## config.mk

```make
export PLATFORM = sky130hd
export DESIGN_NAME = mbs_ctrl
export DESIGN_NICKNAME = d
export VERILOG_FILES = /design/src/sv/mbs_pkg.sv /design/src/sv/mbs_ctrl.sv
export SDC_FILE = /design/constraint.sdc
export NUM_CORES = 1
export LEC_CHECK = 0
export ABC_AREA = 1
export BUFFER_PORTS_ARGS = -buffer_cell sky130_fd_sc_hd__buf_2
export CORE_AREA = 2 2 39 41
export CTS_CLUSTER_SIZE = 12
export DETAILED_ROUTE_END_ITERATION = 16
export DIE_AREA = 0 0 41 43
export PLACE_DENSITY = 0.69
export SLEW_MARGIN = 25
export SYNTH_ARGS = -nofsm -noshare
export SYNTH_HDL_FRONTEND = slang
export SYNTH_SLANG_ARGS = --single-unit
```

## constraint.sdc

```tcl
create_clock -name i_clk -period 1.1 [get_ports i_clk]
set_clock_uncertainty 0.15 [all_clocks]
set_input_delay 0.055 -clock i_clk [delete_from_list [all_inputs] [get_ports i_clk]]
set_output_delay 0.055 -clock i_clk [all_outputs]
set_load 0.01 [all_outputs]
```

## src/sv/mbs_pkg.sv

```systemverilog
// shared types, constants and helper functions for the maze backtracker step block
package mbs_pkg;

    // default cell grid capacity
    localparam int MAX_COLS_DEF = 32;
    localparam int MAX_ROWS_DEF = 32;

    // field widths
    localparam int FIELD_W = 7;
    localparam int RAND_W  = 15;

    // configuration register indexes
    localparam logic CFG_FIELD_WIDTH  = 1'b0;
    localparam logic CFG_FIELD_HEIGHT = 1'b1;

    // register reset and small field limit
    localparam logic [FIELD_W-1:0] FIELD_RESET = 7'd9;
    localparam logic [FIELD_W-1:0] MIN_FIELD   = 7'd5;

    // neighbour directions in probe order
    typedef enum logic [1:0] {
        DIR_UP    = 2'd0,
        DIR_DOWN  = 2'd1,
        DIR_LEFT  = 2'd2,
        DIR_RIGHT = 2'd3
    } t_dir;

    typedef struct packed {
        logic              start_req;
        logic [RAND_W-1:0] random_value;
    } t_in_item;

    typedef struct packed {
        logic [FIELD_W-1:0] wall_x;
        logic [FIELD_W-1:0] wall_y;
        logic               carved;
        logic               done_res;
    } t_out_item;

    // controller to datapath
    typedef struct packed {
        logic load_in;
        logic clear;
        logic start_fin;
        logic probe;
        logic capture;
        t_dir dir;
        logic decide;
        logic pop_load;
        logic emit;
    } t_cmd;

    // datapath to controller
    typedef struct packed {
        logic start;
        logic finished;
        logic has_cand;
        logic stack_nonempty;
        logic clear_last;
        logic out_free;
    } t_status;

    // value mod 3 by summing base-4 digits
    function automatic logic [1:0] mbs_mod3(input logic [RAND_W-1:0] v);
        logic [15:0] e;
        logic [4:0]  s;
        logic [2:0]  t;
        e = {1'b0, v};
        s = '0;
        for (int i = 0; i < 8; i++) begin
            s = s + 5'(e[2*i +: 2]);
        end
        t = 3'(s[1:0]) + 3'(s[3:2]) + 3'(s[4]);
        if (t >= 3'd6) begin
            t = t - 3'd6;
        end else if (t >= 3'd3) begin
            t = t - 3'd3;
        end
        return t[1:0];
    endfunction

    // random value modulo candidate count (1 to 4)
    function automatic logic [1:0] mbs_pick(input logic [RAND_W-1:0] v, input logic [2:0] cnt);
        logic [1:0] p;
        case (cnt)
            3'd2:    p = {1'b0, v[0]};
            3'd3:    p = mbs_mod3(v);
            3'd4:    p = v[1:0];
            default: p = 2'd0;
        endcase
        return p;
    endfunction

    // direction of the pick-th set candidate bit
    function automatic t_dir mbs_sel_dir(input logic [3:0] cand, input logic [1:0] pick);
        logic [1:0] seen;
        t_dir       dir;
        seen = '0;
        dir  = DIR_UP;
        for (int d = 0; d < 4; d++) begin
            if (cand[d]) begin
                if (seen == pick) begin
                    dir = t_dir'(d[1:0]);
                end
                seen = seen + 1'b1;
            end
        end
        return dir;
    endfunction

endpackage

```

## src/sv/mbs_ctrl.sv

```systemverilog
// sequencing state machine of the maze backtracker step block
module mbs_ctrl
    import mbs_pkg::*;
(
    input  logic    i_clk,
    input  logic    i_rst_n,
    input  logic    i_in_valid,
    output logic    o_in_stall,
    input  t_status i_status,
    output t_cmd    o_cmd
);

    typedef enum logic [3:0] {
        S_IDLE,
        S_DISPATCH,
        S_CLEAR,
        S_START_FIN,
        S_PROBE,
        S_CAPTURE,
        S_DECIDE,
        S_POP,
        S_RESULT
    } t_state;

    t_state     r_state;
    logic [1:0] r_dir;
    logic       w_accept;

    assign o_in_stall = (r_state != S_IDLE);
    assign w_accept   = i_in_valid && (r_state == S_IDLE);

    // command decode
    always_comb begin
        o_cmd           = '0;
        o_cmd.load_in   = w_accept;
        o_cmd.clear     = (r_state == S_CLEAR);
        o_cmd.start_fin = (r_state == S_START_FIN);
        o_cmd.probe     = (r_state == S_PROBE);
        o_cmd.dir       = t_dir'(r_dir);
        o_cmd.capture   = ((r_state == S_PROBE) && (r_dir != 2'd0)) || (r_state == S_CAPTURE);
        o_cmd.decide    = (r_state == S_DECIDE);
        o_cmd.pop_load  = (r_state == S_POP);
        o_cmd.emit      = (r_state == S_RESULT) && i_status.out_free;
    end

    // state register
    always_ff @(posedge i_clk) begin
        if (!i_rst_n) begin
            r_state <= S_IDLE;
            r_dir   <= '0;
        end else begin
            case (r_state)
                S_IDLE: begin
                    if (w_accept) begin
                        r_state <= S_DISPATCH;
                    end
                end
                S_DISPATCH: begin
                    r_dir <= '0;
                    if (i_status.start) begin
                        r_state <= S_CLEAR;
                    end else if (i_status.finished) begin
                        r_state <= S_RESULT;
                    end else begin
                        r_state <= S_PROBE;
                    end
                end
                S_CLEAR: begin
                    if (i_status.clear_last) begin
                        r_state <= S_START_FIN;
                    end
                end
                S_START_FIN: begin
                    r_state <= S_RESULT;
                end
                S_PROBE: begin
                    r_dir <= r_dir + 1'b1;
                    if (r_dir == 2'd3) begin
                        r_state <= S_CAPTURE;
                    end
                end
                S_CAPTURE: begin
                    r_state <= S_DECIDE;
                end
                S_DECIDE: begin
                    if (!i_status.has_cand && i_status.stack_nonempty) begin
                        r_state <= S_POP;
                    end else begin
                        r_state <= S_RESULT;
                    end
                end
                S_POP: begin
                    r_state <= S_RESULT;
                end
                S_RESULT: begin
                    if (i_status.out_free) begin
                        r_state <= S_IDLE;
                    end
                end
                default: begin
                    r_state <= S_IDLE;
                end
            endcase
        end
    end

    // an accepted item always starts dispatch
    a_accept_dispatch: assert property (@(posedge i_clk) disable iff (!i_rst_n)
        w_accept |=> r_state == S_DISPATCH)
        else $error("accepted item did not enter dispatch");

    // the four probes finish before a decision
    a_probe_order: assert property (@(posedge i_clk) disable iff (!i_rst_n)
        r_state == S_DECIDE |-> $past(r_state) == S_CAPTURE)
        else $error("decision without completed probes");

endmodule

```

==> results.cfg, run 1 <==
[setup_path]
rr_worst_depth = 6
cpPeakStageDelay_ns = 0.37
worstPathRequired_ns = 0.89
r2r_slack_ns = -0.23
slowest_stage = dfxtp_4
critPathLaunchType = register
rr_startpoint = r_state[1]$_SDFFE_PN0P_
crit_path_end_kind = primary output
cpLargestDelayFamily = flip-flops
arrival_ns = 1.15
path_buf_inv = 1
cp_max_fo = 5
worstPathCellList = nor2_4, nand2_4, o21ai_2, buf_2
r2r_end = r_dir[0]$_SDFFE_PN0P_
crit_type = reg2out

[place]
io_buffers = 19
placed_cell_area_um2 = 633
gp_congestion = 0.801
dp_hpwl_um = 912
dp_cells = 116

[logic_synthesis]
syn_area_um2 = 487
ys_seq_area_share_pct = 24.7
ys_ff_latch = 6
synth_cells = 79
yosys_warnings = 0
syn_nets = 90
synth_cell_types = 20
syn_avg_cell_area_um2 = 6.16

[floorplan]
rows = 14
ios = 20
die_h_um = 43
core_um2 = 1380
initial_utilization_pct = 35.2
die_x_um = 41
die_area_um2 = 1760

[timing]
setup_viol = 15
drv_slew = 0
relSlewSlack_pct = 87.3
period_minus_slack_ns = 1.35
tightest_slew_ns = 0.189
fmax_ghz = 0.741
period_share_pct = 123
finalWorstSetupSlack_ns = -0.250
hold_viol = 0
rsz0062_at_grt = yes

[pwr]
cellPowerDensity_nw_per_um2 = 1630
ir_drop_uv = 802
total_leakage_power_nw = 0.440

[route]
wirelength_um = 1330
drc = 0
drtIter0Drc = 4
ant_nets = 0
detail_route.wl_per_cell_um = 10.3
avgViaCountPerCell = 4.64
first_pass_iters = 4
via_count = 598

[final_layout]
stdcell_count = 129
fill_cells = 132
final_nets = 126
n_antenna_cell = 0
fin_area_um2 = 787
multi_input_area_um2 = 337
final_cell_mix = 18 x buf_2, 12 x nor2_1, 11 x inv_1, 11 x nand2_1
mostFrequentLayoutCell = buf_2
layout-drive-gt1-share_pct = 52.2
area_growth_pct = 61.7
finish.utilization_pct = 56.9
register_area_um2 = 134

[outcome]
violations = setup timing
status = finished with violations

[cts]
clk_pin_slew_worst_paths_ns = 0.05
clock-sinks = 6
cts_max_level = 1
clockRootBuffer = clkbuf_4
cts_inserted_buffers = 3
cts_tree = built
clk_path_buf_depth = 2
clock_latency_ns = 0.25

[grt]
overflow = 0
grt_usage_pct = 19.6
grt_max_degree = 6
grt_pass1_vias = 578
antenna_found_initial = 0
grt_pass1_wl_um = 2310

[hold_path]
min_path_cells = 5
worstHoldEndpoint = r_state[1]$_SDFFE_PN0P_
hp-class = in2reg
min_from = i_status[5]

[flow_run]
cap_viol_max_count = 0
## cell type report
class,instances,area share (%)
well taps,16,2.54
inverters,17,8.27
flip-flops and latches,6,17.0
clock buffers,3,2.86
multi-input cells,55,42.8
repair buffers,32,26.6
## where the power goes
group | internal [W] | leakage (nW) | switching [W] | total, W
Combinational | 0.000323 | 0.374 | 0.000395 | 0.000718
Clock | 0.000124 | 0.0138 | 0.0000846 | 0.000208
Sequential | 0.000276 | 0.0519 | 0.0000814 | 0.000357
## logic make-up after synthesis
family                   synth area share [%]
adder cells (fa/ha/maj)                  5.14
AND/OR/NAND/NOR                          48.8
flip-flops                               24.7
AO/OA/AOI/OAI                            6.43
buffers and inverters                    14.9
## layer usage
layer	GRT usage (%)	up-vias	share of wire, %
li1	-	317	-
met1	20.6	264	39
met2	35.3	15	56
met3	3.14	2	4.4
met4	8.00	0	1.1
met5	0	-	0
## per-stage QoR
step / hold WS [ns] / setup slack (ns) / power [W] / TNS, ns
floorplan: 0.00259 / -0.00207 / 0.000735 / -0.00345
global placement: 0.129 / -0.0612 / 0.000877 / -0.238
detailed placement: 0.134 / -0.103 / 0.000887 / -0.388
CTS: 0.0513 / -0.246 / 0.00126 / -2.66
global route: 0.0654 / -0.315 / 0.00140 / -3.69
finish: 0.0511 / -0.250 / 0.00128 / -2.62
## repair_timing
action,4_1_cts,5_1_grt
setup endpoints to repair,15,15
setup buffers,9,0
hold buffers,1,0
hold endpoints to repair,6,0
pin swaps,6,4
resized for setup,11,4
## worst min-delay path: stages
cell and delay (ns):
buf_2 0.10, nand3_1 0.07, nand2_1 0.06, nor2_1 0.05, nor2_1 0.08
## cells in the mapped netlist
cell type,count,area (um^2)
o21ai_1,2,10.0
o21bai_1,1,7.51
nor3_1,2,10.0
nor2_4,3,33.8
clkinv_1,1,3.75
inv_2,3,11.3
ha_1,2,25.0
nand2_2,2,12.5
nand3_1,11,55.1
inv_1,12,45.0
a21oi_2,1,8.76
buf_4,1,7.51
nor2_2,2,12.5
dfxtp_1,6,120
nand2_1,13,48.8
nor2_1,12,45.0
a21oi_1,1,5.00
nand3b_1,1,7.51
nand4_1,2,12.5
clkinv_2,1,5.00
## worst max-delay path by stage
stage | startpoint | to | slack (ns) | cells after the start
after CTS | r_state[2]$_SDFFE_PN0P_ | o_cmd[5] | -0.25 | 5
after detailed placement | r_state[1]$_SDFFE_PN0P_ | r_state[0]$_SDFFE_PN0P_ | -0.10 | 6
final | r_state[1]$_SDFFE_PN0P_ | o_cmd[5] | -0.25 | 4
after global routing | r_state[0]$_SDFFE_PN0P_ | o_cmd[5] | -0.32 | 5
after global placement | r_state[1]$_SDFFE_PN0P_ | r_state[0]$_SDFFE_PN0P_ | -0.06 | 6
after floorplan | r_state[2]$_SDFFE_PN0P_ | r_dir[1]$_SDFFE_PN0P_ | -0.002 | 6
## flip-flops by register name (all words and copies together), names as in the netlist
name / cells
r_state: 4
r_dir: 2
(Power assumes the default switching activity.)
==> run 2, diff against run 1 <==
--- a/config.mk
+++ b/config.mk
@@ -16,3 +16,4 @@
 export SYNTH_ARGS = -nofsm -noshare
 export SYNTH_HDL_FRONTEND = slang
 export SYNTH_SLANG_ARGS = --single-unit
+export TNS_END_PERCENT = 1
==> constraint.sdc (replaced) <==
create_clock -name i_clk -period 1.2 [get_ports i_clk]
set_clock_uncertainty 0.15 [all_clocks]
set_input_delay 0.06 -clock i_clk [delete_from_list [all_inputs] [get_ports i_clk]]
set_output_delay 0.06 -clock i_clk [all_outputs]
set_load 0.01 [all_outputs]
==> run 2 against run 1 <==
  * Cell count did not move
  * Sequential cell count did not move
  * The flow still finishes with violations (setup timing)
  * Largest cell class unchanged
  * Final area rose by 2.2%
==> results.cfg, run 2 (synthesis results as in run 1) <==
[grt]
grt_max_degree = 7
grt_pass1_wl_um = 2260
grt_usage_pct = 18.2
overflow = 0
grt_pass1_vias = 569
antenna_found_initial = 0

[final_layout]
regMostFlops = r_state
n_antenna_cell = 0
final_cell_mix = 18 x buf_2, 11 x inv_1, 11 x nor2_1
mostFrequentLayoutCell = buf_2
top_regs = r_state (4), r_dir (2)
layout-drive-gt1-share_pct = 56.6
area_growth_pct = 65.3
finish.utilization_pct = 58.1
final_nets = 126
largest_register_ffs = 4

[route]
detail_route.wl_per_cell_um = 10.4
ant_nets = 0
avgViaCountPerCell = 4.75
dr_wl_met3_um = 50
via_count = 613
top_layer = met4
wl_met1_um = 560
wl_met2_um = 710
first_pass_iters = 4
drc = 0
drtIter0Drc = 6
wirelength_um = 1340

[flow_run]
cap_viol_max_count = 0

[timing]
tightest_slew_ns = 0.207
hold_ws_ns = 0.0317
fmax_ghz = 0.732
finalWorstSetupSlack_ns = -0.165
drv_slew = 0
relSlewSlack_pct = 86.2
hold_viol = 0
rsz0062_at_grt = yes
period_minus_slack_ns = 1.37
setup_tns_ns = -1.43
period_share_pct = 114
setup_viol = 15

[outcome]
violations = setup timing
status = finished with violations

[setup_path]
r2r_end = r_state[2]$_SDFFE_PN0P_
arrival_ns = 1.16
rr_startpoint = r_state[1]$_SDFFE_PN0P_
crit_path_end_kind = primary output
critPathLaunchType = register
worstPathRequired_ns = 0.99
crit_type = reg2out
cp_max_fo = 6
r2r_slack_ns = -0.13
rr_worst_depth = 7

[floorplan]
rows = 14
die_h_um = 43
initial_utilization_pct = 35.2
die_area_um2 = 1760
die_x_um = 41
core_um2 = 1380
ios = 20

[hold_path]
min_path_cells = 5
worstHoldEndpoint = r_state[1]$_SDFFE_PN0P_
min_from = i_status[5]
hp-class = in2reg

[pwr]
power_switching_w = 0.000536
seqPwrFrac_pct = 24.6
ir_drop_uv = 930
p_clk_share_pct = 15.3
p_int_w = 0.000690
cellPowerDensity_nw_per_um2 = 1520
switching_share_pct = 43.7
combPwrFrac_pct = 60.1
power_w = 0.00123
total_leakage_power_nw = 0.438

[cts]
clk_pin_slew_worst_paths_ns = 0.05
cts_tree = built
cts_inserted_buffers = 3
cts_max_level = 1
clockRootBuffer = clkbuf_4
clk_path_buf_depth = 2
clock-sinks = 6
clock_latency_ns = 0.24

[place]
io_buffers = 19
dp_hpwl_um = 891
gp_congestion = 0.812
place_ws_ns = -0.0437
==> run 2: cell count changes in the layout (fill, tap and decap cells not counted) <==
cell,change
buf_4,-1
buf_6,+1
dfxtp_1,-1
dfxtp_2,+2
dfxtp_4,-1
nand2_1,-1
nand2_2,+1
nand3_1,-3
nand3_2,+3
nor2_1,-1
nor2_2,+1
nor3_1,+1
nor3_2,-1
==> run 2: how the worst max path moves through the flow <==
stage                       startpoint                 endpoint  slack (ns)
3_3_place_gp   r_state[1]$_SDFFE_PN0P_  r_state[0]$_SDFFE_PN0P_       -0.04
5_1_grt        r_state[1]$_SDFFE_PN0P_                 o_cmd[5]       -0.22
3_5_place_dp   r_state[3]$_SDFFE_PN0P_  r_state[3]$_SDFFE_PN0P_       -0.04
2_1_floorplan  r_state[0]$_SDFFE_PN0P_    r_dir[0]$_SDFFE_PN0P_        0.04
4_1_cts        r_state[2]$_SDFFE_PN0P_                 o_cmd[2]       -0.17
6_report       r_state[1]$_SDFFE_PN0P_                 o_cmd[5]       -0.17
==> run 2: final cells by class <==
class                   count  area (um^2)
clock buffers               3         22.5
multi-input cells          55          352
inverters                  17         65.1
flip-flops and latches      6          133
fillers                   126          579
well taps                  16         20.0
repair buffers             32          213
==> run 2: stage by stage <==
step                area (um^2)  instances
floorplan                   492         79
global placement            614        115
detailed placement          614        115
CTS                         754        127
global route                805        129
finish                      805        129
==> run 2: power by group through the flow <==
stage               Combinational, W  Clock [W]  Sequential, W
global placement            0.000500          0       0.000290
finish                      0.000736   0.000188       0.000302
detailed placement          0.000503          0       0.000291
CTS                         0.000657   0.000190       0.000300
floorplan                   0.000352          0       0.000299
global route                0.000817   0.000207       0.000302
==> run 2: what timing repair did <==
action,CTS,global route
gates cloned,0,0
hold buffers,1,0
endpoints found under the hold margin,5,0
pin swaps,9,9
buffers inserted,8,2
endpoints found under the setup margin,13,15
resized for setup,15,11
==> run 2: routing by layer <==
layer,vias to the layer above,track usage [%]
met5,-,0
met3,2,1.57
li1,316,-
met1,283,22.8
met2,12,29.7
met4,0,8.00
==> run 2: critical path, cell delays in order, from the launching register on <==
cell and delay, ns:
dfxtp_4 0.36, nor2_4 0.21, nand2_4 0.10, o21ai_2 0.11, buf_2 0.13
==> run 3, diff against run 2 <==
--- a/config.mk
+++ b/config.mk
@@ -5,7 +5,6 @@
 export SDC_FILE = /design/constraint.sdc
 export NUM_CORES = 1
 export LEC_CHECK = 0
-export ABC_AREA = 1
 export BUFFER_PORTS_ARGS = -buffer_cell sky130_fd_sc_hd__buf_2
 export CORE_AREA = 2 2 39 41
 export CTS_CLUSTER_SIZE = 12
==> run 3 against run 2 <==
  * The flow still finishes with violations (setup timing)
  * Sequential share of layout area decreased by 0.39 points
  * Clock-buffer cell count up 1
  * Synthesized area is the same
  * Clock power is 5% higher
  * Sequential power is 13% lower
  * Non-clock buffer count grew 4
  * Total power is 26% lower
==> results.cfg, run 3 <==
[timing]
finalWorstSetupSlack_ns = -0.193
drv_slew = 0
period_minus_slack_ns = 1.39
tightest_slew_ns = 0.230
hold_viol = 0
relSlewSlack_pct = 84.5
fmax_ghz = 0.718
rsz0062_at_grt = yes
setup_viol = 13
period_share_pct = 116

[grt]
grt_usage_pct = 18.7
overflow = 0
grt_pass1_wl_um = 2330
grt_pass1_vias = 547
grt_max_degree = 9
antenna_found_initial = 0

[setup_path]
arrival_ns = 1.18
cp_max_fo = 7
rr_startpoint = r_state[0]$_SDFFE_PN0P_
crit_type = reg2out
crit_path_end_kind = primary output
startpoint = r_state[0]$_SDFFE_PN0P_
critPathLaunchType = register
worstPathRequired_ns = 0.99

[final_layout]
final_nets = 115
largest_register_ffs = 4
mostFrequentLayoutCell = buf_2
n_antenna_cell = 0
top_regs = r_state (4), r_dir (2)
final_cell_mix = 16 x buf_2, 10 x buf_4, 7 x buf_6
layout-drive-gt1-share_pct = 54.4
regMostFlops = r_state
area_growth_pct = 78.9
finish.utilization_pct = 62.9

[floorplan]
rows = 14
die_h_um = 43
ios = 20
initial_utilization_pct = 35.2
die_area_um2 = 1760
core_um2 = 1380
die_x_um = 41

[outcome]
violations = setup timing
status = finished with violations

[logic_synthesis]
ys_top_cells_by_count = 7 x nor2_1, 6 x dfxtp_1, 6 x nand2_1
ys.flop_type = dfxtp_1
synth_cells = 67
syn_area_um2 = 487
yosys.area.top_type = dfxtp_1
post-synth-top-count-cell = nor2_1
ys_seq_area_share_pct = 24.7
yosys_warnings = 0
syn_avg_cell_area_um2 = 7.26
synth.area.top_cells = dfxtp_1 25%, nand2b_1 6.4%, a21boi_1 6.2%, nor2_1 5.4%, ha_1 5.1%
synth_cell_types = 27
synth_top_cell_area_share_pct = 24.7
syn_nets = 78
ys_ff_latch = 6
synth-edff-count = 0
async_flop_share_pct = 0

[hold_path]
min_from = i_status[5]
hp-class = in2reg

[cts]
clock-sinks = 6
clk_path_buf_depth = 2
clockRootBuffer = clkbuf_4
cts_max_level = 1
clock_latency_ns = 0.24
cts_inserted_buffers = 3
cts_tree = built
clk_pin_slew_worst_paths_ns = 0.05

[pwr]
power_w = 0.000909
total_leakage_power_nw = 0.399
cellPowerDensity_nw_per_um2 = 1040
ir_drop_uv = 611

[place]
gp_congestion = 0.806
io_buffers = 19
dp_hpwl_um = 984

[route]
drc = 0
detail_route.wl_per_cell_um = 12.3
wirelength_um = 1460
avgViaCountPerCell = 4.92
via_count = 586
drtIter0Drc = 10
ant_nets = 0
first_pass_iters = 4

[flow_run]
cap_viol_max_count = 0
==> run 3: cell type report <==
class                   count  area [um^2]
flip-flops and latches      6          140
repair buffers             36          264
fillers                   112          513
multi-input cells          54          409
clock buffers               4         26.3
inverters                   3         11.3
well taps                  16         20.0
==> run 3: where the power goes <==
part	switching [W]	internal [W]
logic	0.000193	0.000255
clock network	0.0000722	0.000126
registers	0.0000425	0.000221
total	0.000307	0.000602
==> run 3: logic make-up after synthesis <==
logic type | Yosys count | synth area share, %
and+or+nand+nor | 36 | 40.9
AOI/OAI and AO/OA | 15 | 19.3
buffers and inverters | 7 | 7.97
DFF | 6 | 24.7
adders and majority gates | 2 | 5.14
muxes | 1 | 2.06
==> run 3: what timing repair did <==
item                                    CTS  global route
endpoints found under the hold margin     5             0
buffers inserted                          3             0
resized for setup                        23            10
pin swaps                                 7             4
hold buffers                              3             0
endpoints found under the setup margin   15            15
==> run 3: final timing paths <==
check / to / slack [ns] / cells past startpoint
worst max-delay path: o_cmd[6] / -0.19 / 4
worst min-delay path: r_state[2]$_SDFFE_PN0P_ / 0.008 / 4
worst max register to register: r_state[1]$_SDFFE_PN0P_ / -0.13 / 4
worst min register to register: r_state[0]$_SDFFE_PN0P_ / 0.35 / 1
==> run 3: through the flow <==
stage | std cells | hold slack (ns) | cell area (um^2) | setup slack, ns | setup TNS [ns]
CTS | 119 | 0.00405 | 826 | -0.174 | -1.51
detailed placement | 109 | 0.202 | 664 | -0.169 | -0.694
floorplan | 67 | 0.0564 | 494 | -0.0671 | -0.203
global placement | 109 | 0.199 | 664 | -0.114 | -0.511
finish | 119 | 0.00794 | 871 | -0.193 | -1.57
global route | 119 | 0.0442 | 871 | -0.253 | -2.57
==> run 3: metal layers <==
layer	track usage [%]	wire length [um]	vias to the layer above
li1	-	-	302
met1	24.1	669	270
met2	30.0	743	14
met3	1.57	46	0
met4	8.00	0	0
met5	0	0	-
==> run 3: critical path, stage by stage (launching register included) <==
cell	delay (ns)
dfxtp_4	0.37
nand2b_1	0.16
buf_4	0.15
nor2_1	0.12
buf_2	0.14
